`config.mk`:
```
export PLATFORM = sky130hd
export DESIGN_NAME = tea_round_cell
export DESIGN_NICKNAME = d
export VERILOG_FILES = /design/src/rtl/tea_pkg.sv /design/src/rtl/tea_round_cell.sv
export SDC_FILE = /design/constraint.sdc
export NUM_CORES = 1
export LEC_CHECK = 0
export ABC_AREA = 1
export BUFFER_PORTS_ARGS = -buffer_cell sky130_fd_sc_hd__buf_2
export CORE_MARGIN = 2
export CORE_UTILIZATION = 25
export CTS_BUF_LIST = sky130_fd_sc_hd__clkbuf_4 sky130_fd_sc_hd__clkbuf_8 sky130_fd_sc_hd__clkbuf_16
export CTS_CLUSTER_DIAMETER = 100
export DETAILED_ROUTE_END_ITERATION = 6
export SYNTH_ARGS = -nofsm -noshare
export SYNTH_HDL_FRONTEND = slang
export SYNTH_SLANG_ARGS = --single-unit
```
`constraint.sdc`:
```
create_clock -name clk -period 8 [get_ports clk]
set_clock_uncertainty 0.2 [all_clocks]
set_input_delay 0.8 -clock clk [delete_from_list [all_inputs] [get_ports clk]]
set_output_delay 0.8 -clock clk [all_outputs]
set_load 0.005 [all_outputs]
```
`src/rtl/tea_pkg.sv`:
```
// ----------------------------------------------------------------------------
// TEA package
// Constants, types and the round mixing function of the TEA pipeline.
// ----------------------------------------------------------------------------
package tea_pkg;

  localparam int unsigned TEA_ROUNDS = 32;
  localparam logic [31:0] TEA_DELTA  = 32'h9E37_79B9;
  localparam int unsigned KEY_WORDS  = 4;
  localparam int unsigned KEY_IDX_W  = 2;

  typedef enum logic [KEY_IDX_W-1:0] {
    KEY_W0 = 2'd0,
    KEY_W1 = 2'd1,
    KEY_W2 = 2'd2,
    KEY_W3 = 2'd3
  } key_idx_t;

  typedef logic [KEY_WORDS-1:0][31:0] key_t;

  typedef struct packed {
    logic        valid;
    logic        op;
    logic [31:0] v0;
    logic [31:0] v1;
  } tea_stage_t;

  function automatic logic [31:0] tea_mix(input logic [31:0] v, input logic [31:0] sum,
                                          input logic [31:0] ka, input logic [31:0] kb);
    tea_mix = ((v << 4) + ka) ^ (v + sum) ^ ((v >> 5) + kb);
  endfunction

endpackage

```
`src/rtl/tea_round_cell.sv`:
```
// ----------------------------------------------------------------------------
// TEA half-round cell
// Updates one half of the block from the other half and holds the result.
// ----------------------------------------------------------------------------
module tea_round_cell #(
  parameter logic [31:0] SUM_ENC = 32'd0,
  parameter logic [31:0] SUM_DEC = 32'd0,
  parameter bit          HALF    = 1'b0
) (
  input  logic                clk,
  input  logic                rst_n,
  input  logic                advance,
  input  tea_pkg::key_t       key,
  input  tea_pkg::tea_stage_t stage_in,
  output tea_pkg::tea_stage_t stage_out
);
  import tea_pkg::*;

  tea_stage_t  stage_r;
  tea_stage_t  stage_nxt;
  logic        src_is_v0;
  logic [31:0] src;
  logic [31:0] tgt;
  logic [31:0] ka;
  logic [31:0] kb;
  logic [31:0] sum;
  logic [31:0] mixed;
  logic [31:0] updated;

  always_comb begin
    src_is_v0 = HALF ^ stage_in.op;
    src       = src_is_v0 ? stage_in.v0 : stage_in.v1;
    tgt       = src_is_v0 ? stage_in.v1 : stage_in.v0;
    ka        = src_is_v0 ? key[KEY_W2] : key[KEY_W0];
    kb        = src_is_v0 ? key[KEY_W3] : key[KEY_W1];
    sum       = stage_in.op ? SUM_DEC : SUM_ENC;
    mixed     = tea_mix(src, sum, ka, kb);
    updated   = stage_in.op ? (tgt - mixed) : (tgt + mixed);
    stage_nxt       = stage_in;
    stage_nxt.v0    = src_is_v0 ? stage_in.v0 : updated;
    stage_nxt.v1    = src_is_v0 ? updated : stage_in.v1;
  end

  always_ff @(posedge clk) begin
    if (advance) begin
      stage_r.op <= stage_nxt.op;
      stage_r.v0 <= stage_nxt.v0;
      stage_r.v1 <= stage_nxt.v1;
    end
    if (!rst_n) begin
      stage_r.valid <= 1'b0;
    end else if (advance) begin
      stage_r.valid <= stage_nxt.valid;
    end
  end

  assign stage_out = stage_r;

endmodule

```
After elaboration in Yosys (flattened, before gate mapping)
Index checks and enable logic that the tools add are counted.

word-level totals
  output and inout port bits = 66
  register bits after elaboration = 66
  input bits = 197
  logic and storage cells = 17

cells by class
  muxes and demuxes = 7
  $add $sub $neg = 4
  bitwise operators = 2

operators by type and width
  operator                                   number
  32-bit two-way mux                         7
  32-bit adder                               2
  32-bit XOR                                 2
  27-bit by 32-bit adder with 32-bit output  1
  32-bit subtractor                          1

Logic depth before layout (Yosys ltp)
Gate-level depths: netlist of run 1.

  depth in word-level cells = 7
  depth in mapped cells = 46
  gate-level depth less buffers = 41

Worst setup path before layout of run 1
OpenSTA, ideal clock, no wires.

  path type = in2reg
  start point = in stage_in[64] (netlist bit)
  end point = reg stage_r, in the netlist stage_out[30], data pin
  path buffers = 6
  path slack = 1.997 ns
  stages = 34
  data required time = 7.533 ns
  arrival time = 5.536 ns
  path through = buf_6 buf_6 buf_6 buf_2 clkbuf_1 clkbuf_1 nand2_1 nand2_1 ha_1 fa_1 nand2_1 nand2_1 xor2_1 nand2_1 nand3_2 nor2_2 nand2_2 nor2_4 nand3_2 o21ai_0 nand2_1 xor2_1 ha_1 a21oi_1 o21ai_0 a21oi_1 nand3_1 nand2_1 o211ai_1 nand2_1 o211ai_1 or2_2 nand3_1 o21ai_0

RTL lines
  what         line                  text
  from (decl)  tea_round_cell.sv:14  input tea_pkg::tea_stage_t stage_in,
  to (decl)    tea_round_cell.sv:19  tea_stage_t stage_r;

==> impl_results.md, run 1 <==
* Cell variety after synth at 47
* Setup TNS at 0 ps
* Die height at 223 um
* # DRC at 7
* Crit-path max FO at 57
* R2R depth at 2
* Slew headroom at 39.6%
* RSZ-0062 raised after global routing: false
* Die width at 223 um
* Global-route wire length before repair at 69200 um
* Largest net degree at the start of global routing at 83
* Kind of critical path: input port to flip-flop
* GP Congestion at 0.950
* Element type at the critical path end: flip-flop
* Violated checks: design-rule violations
* Max Root-Sink Buffers at 2
* Final hold violation count at 0
* Total CTS buffers at 9
* FF-to-FF setup slack at 7140 ps
* Share of layout cells above drive strength 1 at 15.7%
* FP Rows at 80
* Hold Slack at 350 ps
* Final period utilization at 80.6%
* Grt total ovfl at 0
* Post-synthesis register bit count at 66
* Antenna diodes at 0
* Final setup fails at 0
* Max-slew violation count at 0
* Outcome: complete, but fails checks
* DP Area at 0.0140 sq mm
* Critical path launch point type: input port
* I/O Buffers at 262
* Maximum VDD drop at 0.129 mV
* Critical path depth at 29
* Synthesized Nets at 2410
* Total setup buffers inserted after CTS at 0
* Cts repair resizes at 0
* RR Startpoint: stage_out[65]
* Sequential share of the synthesized area at 16.4%
* Largest delay contributor family on the critical path: simple AND/OR/NAND/NOR gates
* MaxCap Viol Count at 0
* Clk slew on worst S/H paths at 60 ps
* Worst skew pair latency at 340 ps
* Syn Area/Cell at 5.66 sq um
* Area grow syn2layout at 18.9%
* WHS Path Cells at 2
* Syn Std Cell Area at 0.0120 sq mm
* Final nets at 2652
* PwrDens at 211 mW/mm^2
* Via Count at 13599
* Worst-margin pin slew at 906 ps
* Vias per inst at 4.55
* Worst hold endpoint: stage_out[65]
* Fin area at 0.0143 sq mm
* Tmin final at 6450 ps
* CTS tree: yes
* TritonRoute pass-1 iters at 7
* Pwr Total at 0.00302 W
* Worst R2R End: stage_out[65]
* Fraction of registers with async set/reset at 0%
* Most common cell on crit path: nand3_1
* Yosys warning count at 0
* Maximum operating frequency at 155 MHz
* Hold Path Class: flip-flop to flip-flop
* Top FF cell, synth: edfxtp_1
* Routed wire length at 45600 um
* CP max stage cell: fa_1
* WL/cell at 15.3 um
* Core Area at 0.0476 sq mm
* Tot GR Track Use at 17.9%
* Final core occ at 30.0%
* Initial antenna violation count at 0
* Leakage Power at 8.04 nW
* H-tree lvl count at 3
* DIE AREA at 0.0499 sq mm
* Num ports at 263
* Root buffer cell: clkbuf_16
* Clock Sinks at 66
* Max stage delay on crit path at 510 ps
* WP buf/inv at 4
* Number of flip-flops in the largest register at 66
* Synthesized instance count at 2124
* Vias in the first global route at 12778
* Routed Antenna Nets at 0
* CP Data Required Time at 7880 ps
* CP arrival at 6330 ps
* DP HPWL at 39900 um
* Hold buffers post-CTS at 0
* DR iter-0 viols at 991
* Post-synth EDFFs at 65
* Starting Density at 25.2%
* Min-delay src: stage_out[65]
-- cells in the mapped netlist (2+ instances only) --
library cell	n	area (sq um)
nand3_2	4	40.0
a31oi_1	6	37.5
inv_2	5	18.8
fa_1	3	60.1
xnor2_1	35	307
edfxtp_1	65	1950
o21ai_2	12	105
nand3_1	137	686
nor2_1	146	548
buf_8	2	30.0
o21ai_1	7	35.0
or2_1	3	18.8
nand2_1	906	3400
inv_1	284	1070
nand3b_1	18	135
ha_1	86	1080
buf_6	5	56.3
clkbuf_1	21	78.8
o211ai_1	2	15.0
a21o_1	5	37.5
nand2_2	31	194
buf_12	2	40.0
a21oi_1	80	400
nor3_1	17	85.1
nor2_2	10	62.6
nor2_4	2	22.5
o21ai_0	94	470
o21bai_1	20	150
mux2i_1	2	20.0
and2_1	2	12.5
xor2_1	50	438
nand2_4	6	67.6
or2_2	11	68.8
o21a_1	3	22.5
buf_2	2	10.0
nand4_1	21	131
buf_1	9	33.8
-- cell type report --
type                       instances  area [sq um]
clock buffer                      14           282
timing repair buffer             273          1430
inverter                         290          1090
multi-input combinational       1726          8710
tap                              615           769
clock inverter                     2          60.1
fill                            5537         33300
sequential                        66          1970
-- cells in the final DEF (no fill, tap or decap), types with 3 or more instances in the layout --
cell       instances
nand2_1          906
inv_1            284
buf_2            261
nor2_1           146
nand3_1          137
o21ai_0           94
ha_1              86
a21oi_1           80
edfxtp_1          65
xor2_1            50
xnor2_1           35
nand2_2           31
nand4_1           21
o21bai_1          20
nand3b_1          18
nor3_1            17
o21ai_2           12
or2_2             11
nor2_2            10
clkbuf_16          9
buf_4              9
o21ai_1            7
nand2_4            6
a31oi_1            6
a21o_1             5
inv_2              5
nand3_2            4
or2_1              3
o21a_1             3
fa_1               3
clkbuf_8           3
-- cell families (layout without fill, tap and decap cells) --
family                     count (synthesis)  after routing  synth area share, %
and+or+nand+nor                         1317           1317                 45.7
buffers and inverters                    332            579                 11.2
AOI/OAI and AO/OA                        233            233                 10.9
adders and majority gates                 89             89                 9.44
xor gates and xnor gates                  85             85                 6.19
DFF                                       66             66                 16.4
muxes                                      2              2                0.166
-- worst reg2reg max path, stage by stage (launching register included) --
cell     delay, ps
dfxtp_1        310
o21ai_0        160
a21oi_1         60
-- per-stage QoR --
stage	cells	setup slack, ps
after floorplan	2124	2000
after global placement	2970	1230
after detailed placement	2970	1190
after CTS	2986	1570
after global routing	2986	1060
final	2986	1550
-- power breakdown --
part / switching (W) / leakage (nW) / internal, W
Combinational: 0.00131 / 7.23 / 0.000717
Sequential: 0.0000238 / 0.642 / 0.000512
Clock: 0.000153 / 0.170 / 0.000306
-- worst max path at each step --
| stage | start | to | slack, ps |
|---|---|---|---|
| 6_report | stage_in[64] | stage_out[27] | 1550 |
| 5_1_grt | stage_in[64] | stage_out[27] | 1060 |
| 4_1_cts | stage_in[64] | stage_out[27] | 1570 |
| 3_5_place_dp | stage_in[64] | stage_out[27] | 1190 |
| 3_3_place_gp | stage_in[64] | stage_out[27] | 1230 |
| 2_1_floorplan | stage_in[64] | stage_out[30] | 2000 |
-- per-layer routing --
layer,global-route usage [%],vias up,part of all wire [%]
met4,4.24,0,1.7
met1,24.6,5981,48
met3,1.29,44,4.7
met5,0,-,0
met2,30.5,371,46
li1,-,7203,-
No activity file was read; power rests on OpenSTA's default activity.
==> inputs of run 2 (changes only) <==
clock period = 6.55 ns   (was 8 ns; I/O delays follow)
==> impl_results.md, run 2 (synthesis results as in run 1) <==
* Slew headroom at 40.9%
* RSZ-0062 raised after global routing: false
* Kind of critical path: input port to flip-flop
* Final hold violation count at 0
* Hold Path Class: input port to flip-flop
* Seq pwr share at 18.0%
* Core Area at 0.0476 sq mm
* Die height at 223 um
* Clk slew on worst S/H paths at 60 ps
* Final core occ at 30.2%
* Final worst slack at 690 ps
* CP max stage cell: a31oi_1
* Clock power frac at 13.4%
* CTS tree: yes
* H-tree lvl count at 3
* Net Switching at 0.00181 W
* DIE AREA at 0.0499 sq mm
* Num ports at 263
* Initial antenna violation count at 0
* CP Data Required Time at 6460 ps
* Routed Antenna Nets at 0
* Via Count at 13839
* Final nets at 2665
* Grt total ovfl at 0
* Final period utilization at 89.5%
* Cts repair resizes at 0
* Global-route wire length before repair at 70400 um
* Hold buffers post-CTS at 0
* TritonRoute pass-1 iters at 7
* Clock Sinks at 66
* MaxCap Viol Count at 0
* Outcome: finished clean
* Die width at 223 um
* # DRC at 0
* Element type at the critical path end: flip-flop
* I/O Buffers at 262
* Number of flip-flops in the largest register at 66
* Root buffer cell: clkbuf_16
* Pre-CTS setup slack at 351 ps
* Power Internal at 0.00182 W
* Critical path launch point type: input port
* Leakage Power at 8.09 nW
* DR iter-0 viols at 908
* Commonest non-fill, non-tap cell in the layout: nand2_1
* Total setup buffers inserted after CTS at 0
* Max Root-Sink Buffers at 2
* Maximum operating frequency at 171 MHz
* Crit-path max FO at 39
* GP Congestion at 0.960
* Largest net degree at the start of global routing at 102
* Routed wire length at 45500 um
* Worst-margin pin slew at 887 ps
* Starting Density at 25.2%
* PwrDens at 252 mW/mm^2
* Most common cell on crit path: nand2_1
* Maximum VDD drop at 0.164 mV
* Tot GR Track Use at 18.1%
* FP Rows at 80
* Worst skew pair latency at 350 ps
* Final setup fails at 0
* Share of layout cells above drive strength 1 at 16.1%
* Area grow syn2layout at 19.6%
* Vias in the first global route at 13103
* Setup TNS at 0 ps
* Commonest cells after routing, fill and taps aside: 906 x nand2_1, 284 x inv_1, 261 x buf_2, 146 x nor2_1, 137 x nand3_1
* Max stage delay on crit path at 350 ps
* DP HPWL at 40400 um
* Antenna diodes at 0
* Tmin final at 5860 ps
* WL/cell at 15.2 um
* Combinational share of power at 68.7%
* CP arrival at 5770 ps
* Total CTS buffers at 9
* Vias per inst at 4.61
* Switch share at 49.9%
* Max-slew violation count at 0
-- run 2: changes by cell type in the layout (fill, tap and decap cells not counted), sizes merged --
cell / before / now
clkinv: 0 / 3
buf: 273 / 286
bufinv: 2 / 1
clkbuf: 14 / 11
clkinvlp: 0 / 1
-- run 2: worst max-delay path: cells and delay by family --
family	cells	cell delay (ps)
AND/OR/NAND/NOR	16	1930
XOR/XNOR	1	170
adder cells (fa/ha/maj)	2	630
AO/OA/AOI/OAI	7	1390
buffers and inverters	7	970
-- run 2: cell type report --
type | instances | area [sq um]
fillers | 5516 | 33300
multi-input cells | 1726 | 8710
flip-flops and latches | 66 | 1970
repair buffers | 286 | 1550
inverters | 290 | 1090
well taps | 615 | 769
clock buffers | 11 | 240
clock inverters | 5 | 55.1
-- run 2: power groups by stage --
stage / Clock, W / Sequential (W) / Combinational [W]
floorplan: 0 / 0.000676 / 0.00170
global placement: 0 / 0.000662 / 0.00248
detailed placement: 0 / 0.000663 / 0.00248
CTS: 0.000497 / 0.000655 / 0.00249
global route: 0.000511 / 0.000663 / 0.00282
finish: 0.000485 / 0.000652 / 0.00249
-- run 2: final timing paths --
| path | from | cells past startpoint | to | slack [ps] |
|---|---|---|---|---|
| setup / recovery | stage_in[64] | 33 | stage_out[63] | 690 |
| hold / removal | stage_in[65] | 3 | stage_out[65] | 340 |
| setup reg to reg | stage_out[65] | 2 | stage_out[65] | 5690 |
| hold reg to reg | stage_out[65] | 2 | stage_out[65] | 350 |
-- run 2: metrics by stage --
| step | power (W) | cells | instance area, sq um | hold slack [ps] |
|---|---|---|---|---|
| 2_1_floorplan | 0.00238 | 2124 | 12000 | 325 |
| 3_3_place_gp | 0.00314 | 2983 | 14100 | 332 |
| 3_5_place_dp | 0.00314 | 2983 | 14100 | 331 |
| 4_1_cts | 0.00364 | 2999 | 14400 | 325 |
| 5_1_grt | 0.00400 | 2999 | 14400 | 352 |
| 6_report | 0.00363 | 2999 | 14400 | 340 |
-- run 2: per-layer routing --
| layer | up-vias | wire length, um | global-route usage [%] |
|---|---|---|---|
| met1 | 6201 | 22000 | 24.8 |
| met4 | 0 | 1100 | 5.38 |
| met2 | 337 | 20500 | 30.3 |
| met5 | - | 0 | 0 |
| met3 | 50 | 1830 | 1.37 |
| li1 | 7251 | - | - |
